File: config.mk
export PLATFORM = sky130hd
export DESIGN_NAME = mcs_queue_lock_manager_top
export DESIGN_NICKNAME = d
export VERILOG_FILES = /design/src/rtl/core/mcsq_pkg.sv /design/src/rtl/core/mcs_queue_lock_manager_top.sv /design/src/rtl/core/mcsq_ram.sv
export SDC_FILE = /design/constraint.sdc
export NUM_CORES = 1
export LEC_CHECK = 0
export BUFFER_PORTS_ARGS = -buffer_cell sky130_fd_sc_hd__clkbuf_2
export CAP_MARGIN = 10
export CORE_ASPECT_RATIO = 0.9
export CORE_UTILIZATION = 49
export CTS_CLUSTER_SIZE = 20
export DETAILED_ROUTE_END_ITERATION = 7
export RECOVER_POWER = 100
export SLEW_MARGIN = 20
export SYNTH_ARGS = -nofsm -noshare
export SYNTH_HDL_FRONTEND = slang
export SYNTH_SLANG_ARGS = --single-unit
File: constraint.sdc
create_clock -name clk -period 4.9 [get_ports clk]
set_clock_uncertainty 0.2 [all_clocks]
set_input_delay 0.49 -clock clk [delete_from_list [all_inputs] [get_ports clk]]
set_output_delay 0.49 -clock clk [all_outputs]
set_load 0.01 [all_outputs]
File: src/rtl/core/mcsq_pkg.sv
// Package for the MCS queue lock manager: sizes, command and status codes, FSM states.
package mcsq_pkg;

  localparam int unsigned NUM_PES = 64;
  localparam int unsigned PE_W    = 6;

  // requester count at one bit over the field width, for range checks
  localparam logic [PE_W:0] PE_COUNT = (PE_W + 1)'(NUM_PES);

  typedef enum logic [1:0] {
    CMD_SET   = 2'd0,
    CMD_CLEAR = 2'd1,
    CMD_TEST  = 2'd2
  } cmd_t;

  typedef enum logic [1:0] {
    ST_GRANTED  = 2'd0,
    ST_QUEUED   = 2'd1,
    ST_BUSY     = 2'd2,
    ST_RELEASED = 2'd3
  } status_t;

  typedef enum logic [1:0] {
    S_IDLE,
    S_EXEC,
    S_SEND_FIRST,
    S_SEND_SECOND
  } state_t;

endpackage

File: src/rtl/core/mcs_queue_lock_manager_top.sv
// Top level of the MCS queue lock manager.
// Hardware manager for one MCS queue lock shared by 64 requesters. Each item
// carries a command (set, clear, test) and a requester number and produces one
// result, or two for a clear that hands the lock to a queued successor (release
// to the holder, then grant to the successor, last_result marking the final
// one). Items are handled one at a time: an item is taken in while the
// successor RAM is read, then executed against the tail word and the
// successor links, and then each of its results is sent, held for as long
// as the output side stalls. The tail word and the successor valid bits are
// flip-flops cleared by reset; successor numbers live in a synchronous RAM
// that is only read behind a set valid bit, so it needs no clearing after
// reset.
module mcs_queue_lock_manager_top (
  input  logic                    clk,
  input  logic                    rst,
  input  logic                    in_valid,
  output logic                    in_ready,
  input  logic [1:0]              command,
  input  logic [mcsq_pkg::PE_W-1:0] requester_pe,
  output logic                    out_valid,
  input  logic                    out_ready,
  output logic [mcsq_pkg::PE_W-1:0] target_pe,
  output logic [1:0]              status,
  output logic                    last_result
);

  localparam int PW = mcsq_pkg::PE_W;

  mcsq_pkg::state_t state, state_next;

  // captured item
  logic [1:0]    cmd;
  logic [PW-1:0] me;

  // lock state
  logic                            tail_locked, tail_locked_next;
  logic [PW-1:0]                   tail_pe, tail_pe_next;
  logic [mcsq_pkg::NUM_PES-1:0]    succ_valid, succ_valid_next;

  // result registers
  logic [PW-1:0]           res_pe, res_pe_next;
  mcsq_pkg::status_t       res_status, res_status_next;
  logic                    res_last, res_last_next;
  logic [PW-1:0]           res2_pe, res2_pe_next;

  // successor RAM
  logic          ram_we;
  logic [PW-1:0] ram_waddr, ram_wdata, ram_rdata;

  logic me_in_range, old_in_range;

  mcsq_ram #(
    .WIDTH(PW),
    .DEPTH(mcsq_pkg::NUM_PES)
  ) u_succ_ram (
    .clk  (clk),
    .we   (ram_we),
    .waddr(ram_waddr),
    .wdata(ram_wdata),
    .raddr(requester_pe),
    .rdata(ram_rdata)
  );

  assign in_ready    = (state == mcsq_pkg::S_IDLE);
  assign out_valid   = (state == mcsq_pkg::S_SEND_FIRST) || (state == mcsq_pkg::S_SEND_SECOND);
  assign target_pe   = res_pe;
  assign status      = res_status;
  assign last_result = res_last;

  assign me_in_range  = ({1'b0, me} < mcsq_pkg::PE_COUNT);
  assign old_in_range = ({1'b0, tail_pe} < mcsq_pkg::PE_COUNT);

  always_ff @(posedge clk) begin
    if (rst) begin
      state       <= mcsq_pkg::S_IDLE;
      tail_locked <= 1'b0;
      tail_pe     <= '0;
      succ_valid  <= '0;
    end else begin
      state       <= state_next;
      tail_locked <= tail_locked_next;
      tail_pe     <= tail_pe_next;
      succ_valid  <= succ_valid_next;
    end
  end

  always_ff @(posedge clk) begin
    if (in_valid && in_ready) begin
      cmd <= command;
      me  <= requester_pe;
    end
    res_pe     <= res_pe_next;
    res_status <= res_status_next;
    res_last   <= res_last_next;
    res2_pe    <= res2_pe_next;
  end

  always_comb begin
    state_next       = state;
    tail_locked_next = tail_locked;
    tail_pe_next     = tail_pe;
    succ_valid_next  = succ_valid;
    res_pe_next      = res_pe;
    res_status_next  = res_status;
    res_last_next    = res_last;
    res2_pe_next     = res2_pe;
    ram_we           = 1'b0;
    ram_waddr        = tail_pe;
    ram_wdata        = me;

    unique case (state)
      mcsq_pkg::S_IDLE: begin
        if (in_valid) begin
          state_next = mcsq_pkg::S_EXEC;
        end
      end

      mcsq_pkg::S_EXEC: begin
        res_pe_next     = me;
        res_status_next = mcsq_pkg::ST_BUSY;
        res_last_next   = 1'b1;
        state_next      = mcsq_pkg::S_SEND_FIRST;
        if (me_in_range) begin
          case (cmd)
            mcsq_pkg::CMD_SET: begin
              tail_locked_next    = 1'b1;
              tail_pe_next        = me;
              succ_valid_next[me] = 1'b0;
              if (tail_locked && old_in_range) begin
                // link behind the old tail; may be the requester itself
                ram_we                   = 1'b1;
                succ_valid_next[tail_pe] = 1'b1;
                res_status_next          = mcsq_pkg::ST_QUEUED;
              end else begin
                res_status_next = mcsq_pkg::ST_GRANTED;
              end
            end
            mcsq_pkg::CMD_TEST: begin
              if (!tail_locked) begin
                tail_locked_next    = 1'b1;
                tail_pe_next        = me;
                succ_valid_next[me] = 1'b0;
                res_status_next     = mcsq_pkg::ST_GRANTED;
              end
            end
            mcsq_pkg::CMD_CLEAR: begin
              res_status_next = mcsq_pkg::ST_RELEASED;
              if (!succ_valid[me]) begin
                if (tail_locked && (tail_pe == me)) begin
                  tail_locked_next = 1'b0;
                  tail_pe_next     = '0;
                end
              end else begin
                // hand off: release now, grant the successor next
                succ_valid_next[me] = 1'b0;
                res_last_next       = 1'b0;
                res2_pe_next        = ram_rdata;
              end
            end
            default: begin
              res_status_next = mcsq_pkg::ST_BUSY;
            end
          endcase
        end
      end

      mcsq_pkg::S_SEND_FIRST: begin
        if (out_ready) begin
          if (res_last) begin
            state_next = mcsq_pkg::S_IDLE;
          end else begin
            res_pe_next     = res2_pe;
            res_status_next = mcsq_pkg::ST_GRANTED;
            res_last_next   = 1'b1;
            state_next      = mcsq_pkg::S_SEND_SECOND;
          end
        end
      end

      mcsq_pkg::S_SEND_SECOND: begin
        if (out_ready) begin
          state_next = mcsq_pkg::S_IDLE;
        end
      end

      default: begin
        state_next = mcsq_pkg::S_IDLE;
      end
    endcase
  end

endmodule

File: src/rtl/core/mcsq_ram.sv
// Generic single-write, single-read RAM with registered read data.
module mcsq_ram #(
  parameter int WIDTH = 8,
  parameter int DEPTH = 16
) (
  input  logic                     clk,
  input  logic                     we,
  input  logic [$clog2(DEPTH)-1:0] waddr,
  input  logic [WIDTH-1:0]         wdata,
  input  logic [$clog2(DEPTH)-1:0] raddr,
  output logic [WIDTH-1:0]         rdata
);

  logic [WIDTH-1:0] mem [DEPTH];

  always_ff @(posedge clk) begin
    if (we) begin
      mem[waddr] <= wdata;
    end
    rdata <= mem[raddr];
  end

endmodule
* Yosys cells after proc, flatten, opt, wreduce, memory -nomap -nowiden
Memory sizes are Yosys's and may differ from the RTL's. A register that Yosys moved wholly into a read port is not among the register bits. Index checks and enable logic that the tools add are counted.
Storage, ports and cells: register bits after elaboration 96, RAM bits 384, input port bits 12, output and inout bits 11, logic and storage cells 90, memories 1
Operators by class: $lt $le $gt $ge 4, equal/unequal tests 14, multiplexer cells 40, bitwise operators 3, reductions and logical operators 18
Memory list:
- u_succ_ram.mem | depth 64, bits a word 6, read ports 1, clocked after Yosys merged registers in 1, wr ports 1, RTL line mcsq_ram.sv:14 | logic [WIDTH-1:0] mem [DEPTH];
Operators with widths (number):
- 64-bit 2-to-1 mux | 3
- 64-bit case mux with 3 select lines | 1
- 64-bit AND | 1
- 64-bit inverter | 1
- 64-bit OR | 1
- 6-bit 2-to-1 mux | 5
- 6-bit case mux with 3 select lines | 1
- 2-bit != test, second input constant | 8
- 6-bit by 7-bit less-than comparator with 1-bit output, second input constant | 2
- 1-bit 2-to-1 mux | 14
- 2-bit 2-to-1 mux | 7
- 1-bit demux with 6-bit select | 2
- 6-bit by 1-bit greater-or-equal comparator with 1-bit output, second input constant | 2
- 6-bit case mux with 2 select lines | 1
- 3-bit AND reduction | 3
- 2-bit case mux with 4 select lines | 1
- 4-bit AND reduction | 2
- 1-bit binary-select mux with 6-bit select | 1
- 2-bit equality test, second input constant | 3
- 6-bit equality test | 1
- 2-bit case mux with 3 select lines | 1
- 5-bit AND reduction | 1
- 2-bit by 1-bit equality test with 1-bit output, second input constant | 2
- 1-bit logical AND | 4
- other kinds (8) | 11

* Longest topological paths before layout
word-level depth 9, gate-level depth with buffers 14, depth with buffers taken out 7

* Hierarchy
A second synthesis with hierarchy kept.
Unflattened totals: cells, all modules 1219, area, all modules 20153.1 um^2
Modules (own cells, without submodules):
- mcsq_ram | instances 1, cells an instance 720, area each 15225.9 um^2, sequential area each 11651.2 um^2
- mcs_queue_lock_manager_top | instances 1, cells an instance 499, area each 4927.2 um^2, sequential area each 2152.1 um^2

* Worst setup path after synthesis
OpenSTA, ideal clock, no wires.
path kind flip-flop to flip-flop, start point reg me[2], end point reg succ_valid[59] (netlist bit), setup time 77 ps, arrival time 3305 ps, data required time 4623 ps, path slack 1318 ps, stages on the path, launching flop included 10, buffers on the path 2, clock period less this slack 3582 ps, cells stage by stage edfxtp_1 -> clkinv_1 -> mux4_2 -> nor2_1 -> a311oi_1 -> and3_1 -> buf_6 -> or4_4 -> buf_6 -> o22ai_1
Between the ends: word-level cells in the longest chain between the ends 9, elaborated cells between the ends (all ways) 16, classes of those cells 2 x order compare; 1 x eq/ne; 8 x mux; 3 x bitwise; 2 x reduce/logical
Ends and longest elaborated chain:
- from (decl) | RTL line mcs_queue_lock_manager_top.sv:33 | logic [PW-1:0] me;
- from (signal assigned) | RTL line mcs_queue_lock_manager_top.sv:90 | me <= requester_pe;
- 6-bit by 7-bit less-than comparator with 1-bit output (not written as such) or 6-bit by 1-bit greater-or-equal comparator with 1-bit output (tied branches) | RTL line mcs_queue_lock_manager_top.sv:128, mcs_queue_lock_manager_top.sv:142, mcs_queue_lock_manager_top.sv:155
- 1-bit logical AND (not written as such) | RTL line mcs_queue_lock_manager_top.sv:128, mcs_queue_lock_manager_top.sv:142, mcs_queue_lock_manager_top.sv:155
- 1-bit 2-to-1 mux (not written as such) | RTL line mcs_queue_lock_manager_top.sv:128, mcs_queue_lock_manager_top.sv:142, mcs_queue_lock_manager_top.sv:155
- 1-bit demux with 6-bit select | RTL line mcs_queue_lock_manager_top.sv:128, mcs_queue_lock_manager_top.sv:142, mcs_queue_lock_manager_top.sv:155
- 64-bit inverter (no source line)
- 64-bit AND (no source line)
- 64-bit OR (no source line)
- 64-bit 2-to-1 mux | RTL line mcs_queue_lock_manager_top.sv:129 | if (tail_locked && old_in_range) begin
- 64-bit case mux with 3 select lines | RTL line mcs_queue_lock_manager_top.sv:124 | case (cmd)
- to (signal assigned) | RTL line mcs_queue_lock_manager_top.sv:83 | succ_valid <= succ_valid_next;
- to (decl) | RTL line mcs_queue_lock_manager_top.sv:38 | logic [mcsq_pkg::NUM_PES-1:0] succ_valid, succ_valid_next;
Several ways; a longest one is shown, not always the timed one. The select of a mux whose other input is x is not followed. A chain may end at the register's enable or synchronous reset.

==> implementation parameters <==
Parameter                              Value

Outcome
  Result of the run    complete, but fails checks
  Failing checks    max-capacitance violations, max-slew violations

Worst hold path
  Hold path startpoint    out_ready
  Min-delay worst type    in2reg
  Terminating pin of the worst hold path    last_result$_SDFFCE_PP1P_
  Hold path cells    3

Route
  Via count    approximately 11k
  Total wire length after detailed routing    46.9 mm
  Per-cell routed wire length    about 27 µm
  DR vias/cell    between 6 and 7
  Count of TritonRoute iterations in the first routing pass    5
  Detail Route Antenna Nets    0
  Number of DRC markers in iteration 0    1241
  Post-route DRC violation count    0

Floorplan
  FP Rows    69
  Number of top-level pins    23
  Die height    193 µm
  Horizontal die dimension    about 210 µm
  DIE AREA    around 41000 µm²
  Starting density of the core    50.0%
  Core Footprint    39700 µm²

Synthesis
  #FFs+latches synth    486
  Syn avg cell area    about 17 µm²
  EDFF count, synth    407
  Cell types with the highest counts after synthesis    sky130_fd_sc_hd__edfxtp_1, sky130_fd_sc_hd__mux4_2, sky130_fd_sc_hd__nor2_1
  Yosys cell types    50
  Number of instances in the synthesized netlist    1162
  Leading cell types by total area after synthesis    sky130_fd_sc_hd__edfxtp_1, sky130_fd_sc_hd__mux4_2, sky130_fd_sc_hd__dfxtp_1
  Cell accounting for the most synthesized area    sky130_fd_sc_hd__edfxtp_1
  Area share of the largest cell type after synthesis    between 60 and 70%
  Most used flip-flop cell after synthesis    sky130_fd_sc_hd__edfxtp_1
  Net Count, Synth    between 1k and 1.5k
  Most frequent cell after synthesis    sky130_fd_sc_hd__edfxtp_1
  Mapped cell area    19900 µm²
  Fraction of the yosys area taken by sequential cells    69.5%
  Fraction of synthesis flops using an asynchronous set or reset pin    0%
  Synthesis warning total    0

Critical path
  Required @ worst endpoint    just over 5000 ps
  CP most frequent cell    sky130_fd_sc_hd__mux4_2
  Sequence of cells on the critical path    clkbuf_1, buf_12, mux4_2, mux4_2, mux4_2
  Stage delay of the slowest cell on the critical path    2090 ps
  Worst r2r dst    succ_valid[9]$_SDFFE_PP0P_
  R2R Path Start    me[0]$_DFFE_PP_
  Worst setup slack for register-to-register paths    roughly 1000 ps
  Family with the most delay on the worst path    buffers and inverters
  Cell depth of the worst flop-to-flop path    10
  Type of the setup path with the least slack    in2reg
  Data arrival time of the critical path    4530 ps
  Slowest cell on the critical path    sky130_fd_sc_hd__clkbuf_1
  Maximum fanout count along the critical path    54
  Critical path buffers and inverters    2
  Kind of capture point of the worst setup path    flop
  Crit path launch type    input port

STA
  Max Clock Freq    233 MHz
  Final setup viols    0
  Slew @ Worst Pin    roughly 3000 ps
  Number of hold violations in the final report    0
  Accumulated negative setup slack    0 ps
  RSZ-0062 raised after global routing    no
  Max-slew violation count    202
  Slew margin rel.    -101%
  Final min period    4300 ps
  Period utilization    87.7%

Clocking
  Number of buffers inserted to repair setup after CTS    0
  Number of levels the H-tree was split into    2
  Hold buffer count at CTS    2
  CTS buffer count    49
  Clock edge transition at the registers on the reported setup and hold paths    60 ps
  TritonCTS clock tree    yes
  Clock root buffer    sky130_fd_sc_hd__clkbuf_16
  Number of instances resized during post-cts repair    0
  Skew-Pair Late Insertion Delay    roughly 580 ps
  Number of clock sinks seen by CTS    486
  Bufs on Longest Clock Path    3

Placement
  Routability congestion estimate from global placement    0.879
  Count of input and output buffers    22
  HPWL Detailed    27.8 mm
  Post-detailed-placement cell area    20400 µm²

Power and ir drop
  Share of total power in combinational logic    5.8%
  Sw frac    21.8%
  Internal power consumption    about 6.8 mW
  Power per cell area    395 nW/µm²
  P_sw    1.88 mW
  Share of power burned in registers    between 50% and 60%
  Worst vdd rail ir drop    0.251 mV
  Pleak    ~6.6 nW
  Part of the total power dissipated in the clock network    41.5%

Job
  Number of max-cap violations    5

Layout
  Final nets    1185
  Post-route cell area    21900 µm²
  Layout cells sized above 1    19.3%
  Area growth syn-to-layout    10.3%
  Antenna Cells    0

Global route
  Global-route wire length before repair    70.2 mm
  Number of global-route vias before repair    10.7k
  Initial antenna violation count    0
  Total track usage    23.0%
  Largest net degree at the start of global routing    68
  Grt total ovfl    0
state kept, by name (all words and copies together) (netlist names):
signal	cells
u_succ_ram.mem	384
succ_valid	64
me	6
ram_waddr	6
res2_pe	6
target_pe	6
u_succ_ram.rdata	6
cmd	2
state	2
status	2
last_result	1
tail_locked	1
power groups by stage:
stage               clock, mW  combinational, mW  sequential [mW]
floorplan                   0              0.315             4.65
global placement            0              0.491             4.64
detailed placement          0              0.496             4.64
CTS                      3.66              0.498             4.55
global route             3.82              0.538             4.56
finish                   3.60              0.506             4.56
tightest hold or removal path, delay by kind of cell:
kind	cells	cell delay (ps)
buffers and inverters	1	120
and+or+nand+nor	2	130
area by class of cell:
type / instances / area (µm²)
Tap cell: 532 / 666
Inverter: 24 / 90.1
Clock inverter: 21 / 180
Clock buffer: 67 / 1350
Timing Repair Buffer: 42 / 285
Sequential cell: 486 / 13800
Multi-Input combinational cell: 565 / 5530
Fill cell: 3093 / 17800
per-layer routing:
metal	GRT usage (%)	vias to the layer above	share of wire [%]
li1	-	4721	-
met1	34.4	5610	44
met2	34.9	457	45
met3	4.38	77	7.9
met4	6.46	0	2.2
met5	0	-	0
through the flow:
step | utilization (%) | instances | total power, mW | hold slack [ps] | worst slack, ps
after floorplan | - | 1162 | 4.97 | 186 | 1320
after global placement | 51.2 | 1646 | 5.13 | 191 | 903
after detailed placement | 51.2 | 1646 | 5.14 | 192 | 817
after CTS | 55.1 | 1736 | 8.71 | 67.6 | 776
after global routing | 55.1 | 1737 | 8.91 | 112 | 478
final | 55.1 | 1737 | 8.66 | 95.2 | 603
worst max path at each step:
stage | slack [ps] | to | depth (start not counted) | start
finish | 600 | u_succ_ram.rdata[5]$_DFF_P_ | 5 | requester_pe[1]
global route | 480 | u_succ_ram.rdata[5]$_DFF_P_ | 5 | requester_pe[1]
CTS | 780 | succ_valid[9]$_SDFFE_PP0P_ | 9 | me[0]$_DFFE_PP_
detailed placement | 820 | succ_valid[9]$_SDFFE_PP0P_ | 9 | me[0]$_DFFE_PP_
global placement | 900 | succ_valid[38]$_SDFFE_PP0P_ | 9 | me[0]$_DFFE_PP_
floorplan | 1320 | succ_valid[59]$_SDFFE_PP0P_ | 9 | me[2]$_DFFE_PP_
kinds of logic after synthesis:
kind of cell | Yosys count | share of synthesized area (%)
and+or+nand+nor | 280 | 7.08
muxes | 162 | 16.3
buffers and inverters | 111 | 2.66
AOI/OAI and AO/OA | 112 | 3.81
xor gates and xnor gates | 6 | 0.265
adders and majority gates | 5 | 0.315
DFF | 486 | 69.5
placed cells by master, fill, tap and decap left out, types with 8 or more instances in the layout:
cell type,instances
sky130_fd_sc_hd__a21oi_1,14
sky130_fd_sc_hd__a22oi_1,8
sky130_fd_sc_hd__buf_4,12
sky130_fd_sc_hd__clkbuf_1,34
sky130_fd_sc_hd__clkbuf_16,51
sky130_fd_sc_hd__clkinv_2,11
sky130_fd_sc_hd__dfxtp_1,79
sky130_fd_sc_hd__edfxtp_1,407
sky130_fd_sc_hd__inv_1,23
sky130_fd_sc_hd__mux2i_1,27
sky130_fd_sc_hd__mux4_2,129
sky130_fd_sc_hd__nand2_1,70
sky130_fd_sc_hd__nand3_1,24
sky130_fd_sc_hd__nor2_1,80
sky130_fd_sc_hd__nor2b_1,9
sky130_fd_sc_hd__nor4_1,48
sky130_fd_sc_hd__o211ai_1,11
sky130_fd_sc_hd__o21ai_0,13
sky130_fd_sc_hd__o22ai_1,38
sky130_fd_sc_hd__o32ai_1,17
(Power assumes the default switching activity.)
